<file path="src/design/shock_peak_monitor_macros.svh">
// ----------------------------------------------------------------------------
// shock peak monitor assertion macros
// concurrent check wrappers shared by the shock peak monitor rtl
// ----------------------------------------------------------------------------
`ifndef SHOCK_PEAK_MONITOR_MACROS_SVH
`define SHOCK_PEAK_MONITOR_MACROS_SVH

`ifndef SYNTHESIS

// same-cycle implication, disabled in reset
`define SPM_ASSERT_IMP(lbl, clk, rst_n, ante, cons) \
    lbl: assert property (@(posedge clk) disable iff (!rst_n) (ante) |-> (cons)) \
        else $error("spm check failed");

// next-cycle implication, disabled in reset
`define SPM_ASSERT_NXT(lbl, clk, rst_n, ante, cons) \
    lbl: assert property (@(posedge clk) disable iff (!rst_n) (ante) |=> (cons)) \
        else $error("spm check failed");

`else

`define SPM_ASSERT_IMP(lbl, clk, rst_n, ante, cons)
`define SPM_ASSERT_NXT(lbl, clk, rst_n, ante, cons)

`endif

`endif

</file>
<file path="src/design/spm_pkg.sv">
// ----------------------------------------------------------------------------
// spm_pkg
// types and constants of the shock peak monitor
// ----------------------------------------------------------------------------
`timescale 1ns / 1ps

package spm_pkg;

    // input beat: one three-axis sample
    typedef struct packed {
        logic signed [15:0] accel_x;
        logic signed [15:0] accel_y;
        logic signed [15:0] accel_z;
    } in_t;

    // output beat: one shock event or one periodic report
    typedef struct packed {
        logic        kind;
        logic [15:0] g_level;
        logic [1:0]  status;
        logic        last;
    } out_t;

    // configuration register set
    typedef struct packed {
        logic [15:0] shock_threshold;
        logic [15:0] dead_time_samples;
        logic [15:0] report_period_samples;
        logic [15:0] motion_high;
        logic [15:0] motion_low;
    } cfg_t;

    // register indexes
    localparam logic [2:0] REG_SHOCK_THR   = 3'd0;
    localparam logic [2:0] REG_DEAD_TIME   = 3'd1;
    localparam logic [2:0] REG_REPORT_PER  = 3'd2;
    localparam logic [2:0] REG_MOTION_HIGH = 3'd3;
    localparam logic [2:0] REG_MOTION_LOW  = 3'd4;

    // register reset values
    localparam logic [15:0] RST_SHOCK_THR   = 16'd7373;
    localparam logic [15:0] RST_DEAD_TIME   = 16'd150;
    localparam logic [15:0] RST_REPORT_PER  = 16'd3000;
    localparam logic [15:0] RST_MOTION_HIGH = 16'd5325;
    localparam logic [15:0] RST_MOTION_LOW  = 16'd2867;

    // one g in raw counts, and the saturation level of the sample counters
    localparam logic [15:0] ONE_G = 16'd4096;
    localparam logic [15:0] SAT16 = 16'hFFFF;

    // result kinds
    localparam logic KIND_SHOCK  = 1'b0;
    localparam logic KIND_REPORT = 1'b1;

    // report classes
    localparam logic [1:0] ST_SAFE   = 2'd0;
    localparam logic [1:0] ST_MOVING = 2'd1;
    localparam logic [1:0] ST_STRONG = 2'd2;

endpackage

</file>
<file path="src/design/shock_peak_monitor.sv">
// ----------------------------------------------------------------------------
// shock_peak_monitor
// accelerometer shock detector with peak hold and periodic class reports
// ----------------------------------------------------------------------------
// usage:
//   in channel (in_valid / in_stall / in_data) takes one x, y, z sample per beat.
//   out channel (out_valid / out_stall / out_data) gives zero, one or two beats
//   per sample: a shock event first, then a periodic report; last marks the
//   final beat of a sample.
//   the magnitude is floor(sqrt(x*x + y*y + z*z)): the squares are summed on the
//   shared squarer, then the root unit works it out one bit per step.
//   in_stall stays high while a sample is in work, so a new sample is taken
//   only once the previous one has finished.
//   results sit in an output register plus one extra slot; a sample that is
//   ready to finish waits while either holds a beat, so a stalled receiver
//   holds back the next sample and nothing is dropped.
//   reset: registers return to defaults, peak is one g, the dead time starts
//   already expired and the report count is zero.
//   configuration is written over apb at byte address 4 * index.
// ----------------------------------------------------------------------------
`timescale 1ns / 1ps

`include "shock_peak_monitor_macros.svh"

module shock_peak_monitor
(
    input  logic              clk,
    input  logic              rst_n,
    input  logic              in_valid,
    output logic              in_stall,
    input  spm_pkg::in_t      in_data,
    output logic              out_valid,
    input  logic              out_stall,
    output spm_pkg::out_t     out_data,
    input  logic              psel,
    input  logic              penable,
    input  logic              pwrite,
    input  logic [4:0]        paddr,
    input  logic [31:0]       pwdata,
    output logic [31:0]       prdata,
    output logic              pready
);

    localparam logic [1:0] S_IDLE = 2'd0;
    localparam logic [1:0] S_MAG  = 2'd1;
    localparam logic [1:0] S_FIN  = 2'd2;

    spm_pkg::cfg_t cfg;
    logic          mag_done;
    logic [15:0]   mag;

    logic [1:0]    state_reg;
    logic [15:0]   peak_reg;
    logic [15:0]   since_reg;
    logic [15:0]   count_reg;
    logic          out_valid_reg;
    spm_pkg::out_t out_reg;
    logic          pend_valid_reg;
    spm_pkg::out_t pend_reg;

    logic          in_acc;
    logic          out_take;
    logic          fin;
    logic [15:0]   since_next;
    logic [15:0]   count_next;
    logic [15:0]   peak_max;
    logic [15:0]   peak_shock;
    logic [15:0]   peak_next;
    logic          shock;
    logic          report;
    logic [1:0]    cls;
    spm_pkg::out_t shock_beat;
    spm_pkg::out_t report_beat;

    spm_regs u_regs
    (
        .clk     (clk),
        .rst_n   (rst_n),
        .psel    (psel),
        .penable (penable),
        .pwrite  (pwrite),
        .paddr   (paddr),
        .pwdata  (pwdata),
        .prdata  (prdata),
        .pready  (pready),
        .cfg     (cfg)
    );

    spm_mag u_mag
    (
        .clk    (clk),
        .rst_n  (rst_n),
        .start  (in_acc),
        .sample (in_data),
        .done   (mag_done),
        .mag    (mag)
    );

    // handshakes
    assign in_stall  = (state_reg != S_IDLE);
    assign in_acc    = in_valid && !in_stall;
    assign out_take  = out_valid_reg && !out_stall;
    assign fin       = (state_reg == S_FIN) && !out_valid_reg && !pend_valid_reg;
    assign out_valid = out_valid_reg;
    assign out_data  = out_reg;

    // per-sample decision: counters, peak hold, shock and report
    always_comb
    begin
        since_next = (since_reg == spm_pkg::SAT16) ? since_reg : since_reg + 16'd1;
        count_next = (count_reg == spm_pkg::SAT16) ? count_reg : count_reg + 16'd1;
        peak_max   = (mag > peak_reg) ? mag : peak_reg;
        shock      = (mag >= cfg.shock_threshold) && (since_next >= cfg.dead_time_samples);
        peak_shock = shock ? spm_pkg::ONE_G : peak_max;
        report     = (count_next >= cfg.report_period_samples);
        peak_next  = report ? spm_pkg::ONE_G : peak_shock;

        if (peak_shock > cfg.shock_threshold)
            cls = spm_pkg::ST_STRONG;
        else if ((peak_shock > cfg.motion_high) || (peak_shock < cfg.motion_low))
            cls = spm_pkg::ST_MOVING;
        else
            cls = spm_pkg::ST_SAFE;

        shock_beat.kind     = spm_pkg::KIND_SHOCK;
        shock_beat.g_level  = mag;
        shock_beat.status   = spm_pkg::ST_STRONG;
        shock_beat.last     = !report;
        report_beat.kind    = spm_pkg::KIND_REPORT;
        report_beat.g_level = peak_shock;
        report_beat.status  = cls;
        report_beat.last    = 1'b1;
    end

    // sequencer and monitor state
    always_ff @(posedge clk or negedge rst_n)
    begin
        if (!rst_n)
        begin
            state_reg <= S_IDLE;
            peak_reg  <= spm_pkg::ONE_G;
            since_reg <= spm_pkg::SAT16;
            count_reg <= 16'd0;
        end
        else
        begin
            unique case (state_reg)
                S_IDLE:
                begin
                    if (in_acc)
                        state_reg <= S_MAG;
                end
                S_MAG:
                begin
                    if (mag_done)
                        state_reg <= S_FIN;
                end
                S_FIN:
                begin
                    if (fin)
                    begin
                        state_reg <= S_IDLE;
                        peak_reg  <= peak_next;
                        since_reg <= shock ? 16'd0 : since_next;
                        count_reg <= report ? 16'd0 : count_next;
                    end
                end
                default:
                begin
                    state_reg <= S_IDLE;
                end
            endcase
        end
    end

    // output register and extra slot valid bits
    always_ff @(posedge clk or negedge rst_n)
    begin
        if (!rst_n)
        begin
            out_valid_reg  <= 1'b0;
            pend_valid_reg <= 1'b0;
        end
        else if (fin)
        begin
            out_valid_reg  <= shock || report;
            pend_valid_reg <= shock && report;
        end
        else if (out_take)
        begin
            out_valid_reg  <= pend_valid_reg;
            pend_valid_reg <= 1'b0;
        end
    end

    // output payloads
    always_ff @(posedge clk)
    begin
        if (fin)
        begin
            out_reg  <= shock ? shock_beat : report_beat;
            pend_reg <= report_beat;
        end
        else if (out_take && pend_valid_reg)
        begin
            out_reg <= pend_reg;
        end
    end

    `SPM_ASSERT_NXT(a_busy_after_accept, clk, rst_n, in_acc, in_stall)
    `SPM_ASSERT_IMP(a_pend_needs_out, clk, rst_n, pend_valid_reg, out_valid_reg)
    `SPM_ASSERT_IMP(a_pend_behind_shock, clk, rst_n, pend_valid_reg,
        (out_reg.kind == spm_pkg::KIND_SHOCK) && !out_reg.last)
    `SPM_ASSERT_IMP(a_done_in_mag, clk, rst_n, mag_done, state_reg == S_MAG)

endmodule

</file>
<file path="src/design/spm_regs.sv">
// ----------------------------------------------------------------------------
// spm_regs
// apb configuration registers of the shock peak monitor
// ----------------------------------------------------------------------------
`timescale 1ns / 1ps

module spm_regs
(
    input  logic              clk,
    input  logic              rst_n,
    input  logic              psel,
    input  logic              penable,
    input  logic              pwrite,
    input  logic [4:0]        paddr,
    input  logic [31:0]       pwdata,
    output logic [31:0]       prdata,
    output logic              pready,
    output spm_pkg::cfg_t     cfg
);

    spm_pkg::cfg_t cfg_reg;
    logic          wr_en;
    logic [2:0]    idx;
    logic [15:0]   rd_val;

    assign pready = 1'b1;
    assign wr_en  = psel && penable && pwrite;
    assign idx    = paddr[4:2];
    assign cfg    = cfg_reg;

    // register write, out-of-range indexes ignored
    always_ff @(posedge clk or negedge rst_n)
    begin
        if (!rst_n)
        begin
            cfg_reg.shock_threshold       <= spm_pkg::RST_SHOCK_THR;
            cfg_reg.dead_time_samples     <= spm_pkg::RST_DEAD_TIME;
            cfg_reg.report_period_samples <= spm_pkg::RST_REPORT_PER;
            cfg_reg.motion_high           <= spm_pkg::RST_MOTION_HIGH;
            cfg_reg.motion_low            <= spm_pkg::RST_MOTION_LOW;
        end
        else if (wr_en)
        begin
            unique case (idx)
                spm_pkg::REG_SHOCK_THR:   cfg_reg.shock_threshold       <= pwdata[15:0];
                spm_pkg::REG_DEAD_TIME:   cfg_reg.dead_time_samples     <= pwdata[15:0];
                spm_pkg::REG_REPORT_PER:  cfg_reg.report_period_samples <= pwdata[15:0];
                spm_pkg::REG_MOTION_HIGH: cfg_reg.motion_high           <= pwdata[15:0];
                spm_pkg::REG_MOTION_LOW:  cfg_reg.motion_low            <= pwdata[15:0];
                default: ;
            endcase
        end
    end

    // read mux
    always_comb
    begin
        unique case (idx)
            spm_pkg::REG_SHOCK_THR:   rd_val = cfg_reg.shock_threshold;
            spm_pkg::REG_DEAD_TIME:   rd_val = cfg_reg.dead_time_samples;
            spm_pkg::REG_REPORT_PER:  rd_val = cfg_reg.report_period_samples;
            spm_pkg::REG_MOTION_HIGH: rd_val = cfg_reg.motion_high;
            spm_pkg::REG_MOTION_LOW:  rd_val = cfg_reg.motion_low;
            default:                  rd_val = 16'd0;
        endcase
    end

    assign prdata = {16'd0, rd_val};

endmodule

</file>
<file path="src/design/spm_mag.sv">
// ----------------------------------------------------------------------------
// spm_mag
// iterative magnitude unit: sum of squares then bit-pair square root
// ----------------------------------------------------------------------------
`timescale 1ns / 1ps

module spm_mag
(
    input  logic               clk,
    input  logic               rst_n,
    input  logic               start,
    input  spm_pkg::in_t       sample,
    output logic               done,
    output logic [15:0]        mag
);

    localparam logic [1:0] M_IDLE = 2'd0;
    localparam logic [1:0] M_SQR  = 2'd1;
    localparam logic [1:0] M_ROOT = 2'd2;

    localparam logic [3:0] SQR_LAST  = 4'd2;
    localparam logic [3:0] ROOT_LAST = 4'd15;

    logic [1:0]         phase_reg;
    logic [3:0]         cnt_reg;
    logic               done_reg;
    logic signed [15:0] ax_reg [0:2];
    logic [31:0]        acc_reg;
    logic [16:0]        rem_reg;
    logic [15:0]        root_reg;

    logic signed [31:0] prod;
    logic [31:0]        acc_sum;
    logic [18:0]        rem_sh;
    logic [18:0]        trial;
    logic               ge;

    // shared squarer, one axis a cycle
    assign prod    = ax_reg[0] * ax_reg[0];
    assign acc_sum = acc_reg + $unsigned(prod);

    // one root bit per step
    assign rem_sh = {rem_reg, acc_reg[31:30]};
    assign trial  = {1'b0, root_reg, 2'b01};
    assign ge     = (rem_sh >= trial);

    // sequencer and control state
    always_ff @(posedge clk or negedge rst_n)
    begin
        if (!rst_n)
        begin
            phase_reg <= M_IDLE;
            cnt_reg   <= 4'd0;
            done_reg  <= 1'b0;
        end
        else
        begin
            done_reg <= 1'b0;
            unique case (phase_reg)
                M_IDLE:
                begin
                    if (start)
                    begin
                        phase_reg <= M_SQR;
                        cnt_reg   <= 4'd0;
                    end
                end
                M_SQR:
                begin
                    if (cnt_reg == SQR_LAST)
                    begin
                        phase_reg <= M_ROOT;
                        cnt_reg   <= 4'd0;
                    end
                    else
                    begin
                        cnt_reg <= cnt_reg + 4'd1;
                    end
                end
                M_ROOT:
                begin
                    if (cnt_reg == ROOT_LAST)
                    begin
                        phase_reg <= M_IDLE;
                        done_reg  <= 1'b1;
                    end
                    else
                    begin
                        cnt_reg <= cnt_reg + 4'd1;
                    end
                end
                default:
                begin
                    phase_reg <= M_IDLE;
                end
            endcase
        end
    end

    // datapath
    always_ff @(posedge clk)
    begin
        case (phase_reg)
            M_IDLE:
            begin
                if (start)
                begin
                    ax_reg[0] <= sample.accel_x;
                    ax_reg[1] <= sample.accel_y;
                    ax_reg[2] <= sample.accel_z;
                    acc_reg   <= 32'd0;
                end
            end
            M_SQR:
            begin
                ax_reg[0] <= ax_reg[1];
                ax_reg[1] <= ax_reg[2];
                acc_reg   <= acc_sum;
                rem_reg   <= 17'd0;
                root_reg  <= 16'd0;
            end
            M_ROOT:
            begin
                acc_reg  <= {acc_reg[29:0], 2'b00};
                rem_reg  <= ge ? 17'(rem_sh - trial) : rem_sh[16:0];
                root_reg <= {root_reg[14:0], ge};
            end
            default: ;
        endcase
    end

    assign done = done_reg;
    assign mag  = root_reg;

endmodule
</file>
<file path="config.mk">
export PLATFORM = sky130hd
export DESIGN_NAME = shock_peak_monitor
export DESIGN_NICKNAME = d
export VERILOG_FILES = /design/src/design/spm_pkg.sv /design/src/design/shock_peak_monitor.sv /design/src/design/spm_regs.sv /design/src/design/spm_mag.sv
export VERILOG_INCLUDE_DIRS = /design/src /design/src/design
export SDC_FILE = /design/constraint.sdc
export NUM_CORES = 1
export LEC_CHECK = 0
export BUFFER_PORTS_ARGS = -buffer_cell sky130_fd_sc_hd__buf_2
export CAP_MARGIN = 25
export CORE_UTILIZATION = 35
export DETAILED_ROUTE_END_ITERATION = 6
export GPL_ROUTABILITY_DRIVEN = 0
export SYNTH_ARGS = -nofsm -noshare
export SYNTH_HDL_FRONTEND = slang
export SYNTH_SLANG_ARGS = --single-unit
</file>
<file path="constraint.sdc">
create_clock -name clk -period 9.81 [get_ports clk]
set_clock_uncertainty 0.15 [all_clocks]
set_input_delay 0.4905 -clock clk [delete_from_list [all_inputs] [get_ports clk]]
set_output_delay 0.4905 -clock clk [all_outputs]
set_load 0.02 [all_outputs]
</file>
==> impl_metrics.yaml <==
floorplan:
  die_w_um: 277
  io_pins: 147
  die_y_um: 277
  die_area_um2: 76500
  rows: 100
  start_util_pct: 35.4
  coreArea_um2: 74600
clocking:
  clockRootBuffer: "clkbuf_16"
  holdBufCountCts: 17
  clock_latency_ps: 580
  cts_tree: "yes"
  cts_setup_buffers: 0
  cts_sinks: 290
  cts_buffer_depth: 3
  cts_buffers: 37
  cts-htree-levels: 2
  cts_resized: 0
  clkTransAtPathRegs_ps: 60
worst_setup_path:
  worstRegToRegCells: 21
  crit_top_cell: "fa_1"
  rrSetupSlack_ps: 2310
  required_ps: 9950
  worst-path-buf-inv: 5
  worstSetupPathType: "flip-flop to flip-flop"
  r2r-start: "u_mag.ax_reg[0][3]$_DFFE_PP_"
  worstReg2RegEnd: "u_mag.acc_reg[29]$_DFFE_PP_"
  crit_cells: 21
  worst-path-max-fanout: 12
  end_kind: "flip-flop"
  worstPathArrival_ps: 7640
  cpMaxStageDelayCell: "edfxtp_1"
  max_stage_delay_ps: 740
  crit_chain: "clkinv_1, nor2_1, fa_1, inv_1, fa_1, inv_1, fa_1, fa_1, fa_1, inv_1, fa_1, inv_1, ha_1, a21o_1, a21o_1, a21o_1, a21oi_1, o21ai_2, o41ai_2, xor2_1, o21ai_1"
  crit_path_start_kind: "flip-flop"
  cp_top_family: "adder cells"
logic_synthesis:
  ys.flop_type: "edfxtp_1"
  syn_area_per_cell_um2: 10.0
  syn_area_um2: 26400
  synthArstFlopShare_pct: 47.9
  syn_inst: 2633
  synth_area_leaders: "fa_1, edfxtp_1, ha_1"
  ys.warnings.count: 0
  synth.top_cell.area_share_pct: 20.1
  yosysTopAreaCell: "fa_1"
  ys_ff_latch: 290
  ys_seq_area_share_pct: 30.6
  synth_common_cells: "inv_1, fa_1, ha_1"
  synth_most_common_cell: "inv_1"
  synth_edf_count: 151
  ys_types: 75
timing:
  setup_viol: 0
  relSlewSlack_pct: 31.9
  hold_slack_ps: 20.5
  timing.final.crit_period_ps: 7500
  tns_ps: 0
  worst_pin_slew_ps: 1020
  fmax_mhz: 133
  timing.final.hold_violations: 0
  min_period_over_period_pct: 76.4
  rsz0062_at_grt: "no"
  slew_viol_final: 0
grt:
  grt_pass1_wl_um: 106000
  grt_max_degree: 80
  grt_pass1_vias: 19200
  grt_remaining_overflow: 0
  antenna_found_initial: 1
  grt_usage_pct: 17.5
route:
  avgRoutedWirePerCell_um: 17.3
  via_per_inst: 4.94
  dr.pass1.iters: 5
  drt_wl_total_um: 64700
  ant_nets: 0
  drtIter0Drc: 1200
  num_vias: 18400
  route.detailed.drc: 0
job:
  cap_violations: 0
hold_path:
  hold_end: "u_regs.cfg[70]$_DFFE_PN1P_"
  whs_path_depth: 3
  hold_path.startpoint: "pwdata[6]"
  hp-class: "input pin to flip-flop"
layout:
  insertedDiodeCount: 0
  syn_to_final_growth_pct: 11.5
  final_core_util_pct: 39.4
  fin_nets: 3344
  drive_above_1_share_pct: 12.6
  largest_reg_flops: 80
placed_design:
  numPortBuffers: 111
  dp_hpwl_um: 49000
outcome:
  status: "finished, final reports clean"
-- logic make-up (layout without fill, tap and decap cells) --
logic type | after synthesis | after routing | share of synthesized area [%]
buffers and inverters | 595 | 713 | 8.76
flip-flops | 290 | 290 | 30.6
AND/OR/NAND/NOR | 565 | 565 | 9.97
XOR/XNOR | 82 | 82 | 2.72
other | 2 | 17 | 0.0285
multiplexers | 94 | 94 | 3.97
adder cells (fa/ha/maj) | 515 | 515 | 32.0
AO/OA/AOI/OAI | 490 | 490 | 12.0
-- metrics by stage --
stage | std cells | cell area (µm²) | setup slack (ps)
floorplan | 2648 | 26400 | 3090
global route | 3735 | 29400 | 1870
CTS | 3731 | 29400 | 2310
detailed placement | 3646 | 27900 | 2330
global placement | 3645 | 27900 | 2350
finish | 3735 | 29400 | 2310
-- cells in the final DEF (no fill, tap or decap), drive strengths merged, types with 31 or more instances in the layout --
| cell type | Yosys | final |
|---|---|---|
| dfstp | 50 | 50 |
| and2 | 41 | 41 |
| a22o | 37 | 37 |
| xnor2 | 53 | 53 |
| a22oi | 31 | 31 |
| edfxtp | 151 | 151 |
| nand2 | 234 | 234 |
| buf | 35 | 135 |
| mux2 | 74 | 74 |
| ha | 250 | 250 |
| nor2 | 123 | 123 |
| inv | 490 | 493 |
| nand3 | 45 | 45 |
| dfrtp | 89 | 89 |
| a21oi | 84 | 84 |
| o21ai | 165 | 165 |
| fa | 265 | 265 |
| a21o | 57 | 57 |
| clkbuf | 67 | 51 |
-- worst max path at each step --
stage                                        from                     endpoint
floorplan           u_mag.ax_reg[0][15]$_DFFE_PP_  u_mag.acc_reg[29]$_DFFE_PP_
global placement     u_mag.ax_reg[0][3]$_DFFE_PP_  u_mag.acc_reg[29]$_DFFE_PP_
detailed placement  u_mag.ax_reg[0][15]$_DFFE_PP_  u_mag.acc_reg[29]$_DFFE_PP_
CTS                 u_mag.ax_reg[0][15]$_DFFE_PP_  u_mag.acc_reg[29]$_DFFE_PP_
global route        u_mag.ax_reg[0][15]$_DFFE_PP_  u_mag.acc_reg[31]$_DFFE_PP_
finish               u_mag.ax_reg[0][3]$_DFFE_PP_  u_mag.acc_reg[29]$_DFFE_PP_
-- area by class of cell --
cell class	instances	area (µm²)
Clock buffer	51	1030
Clock inverter	17	226
Fill cell	7301	45200
Inverter	493	1850
Multi-Input combinational cell	1763	16100
Sequential cell	290	8080
Tap cell	969	1210
Timing Repair Buffer	152	943
-- per-layer routing --
metal	routed length (µm)	share of wire, %	global-route usage [%]
met1	30400	47	24.4
met2	28800	45	27.4
met3	3480	5.4	2.92
met4	1990	3.1	5.74
met5	8	0.012	0
-- worst register-to-register path, stage by stage (launching register included) --
cell      delay (ps)
edfxtp_1         740
clkinv_1         590
nor2_1           260
fa_1             570
inv_1            140
fa_1             460
inv_1            300
fa_1             500
fa_1             520
fa_1             560
inv_1             60
fa_1             550
inv_1             50
ha_1             360
a21o_1           190
a21o_1           170
a21o_1           180
a21oi_1          270
o21ai_2          120
o41ai_2          240
xor2_1           180
o21ai_1           70
Power is not shown: default switching activity piles up to over one toggle a cycle in this logic, so the estimate is an artifact.
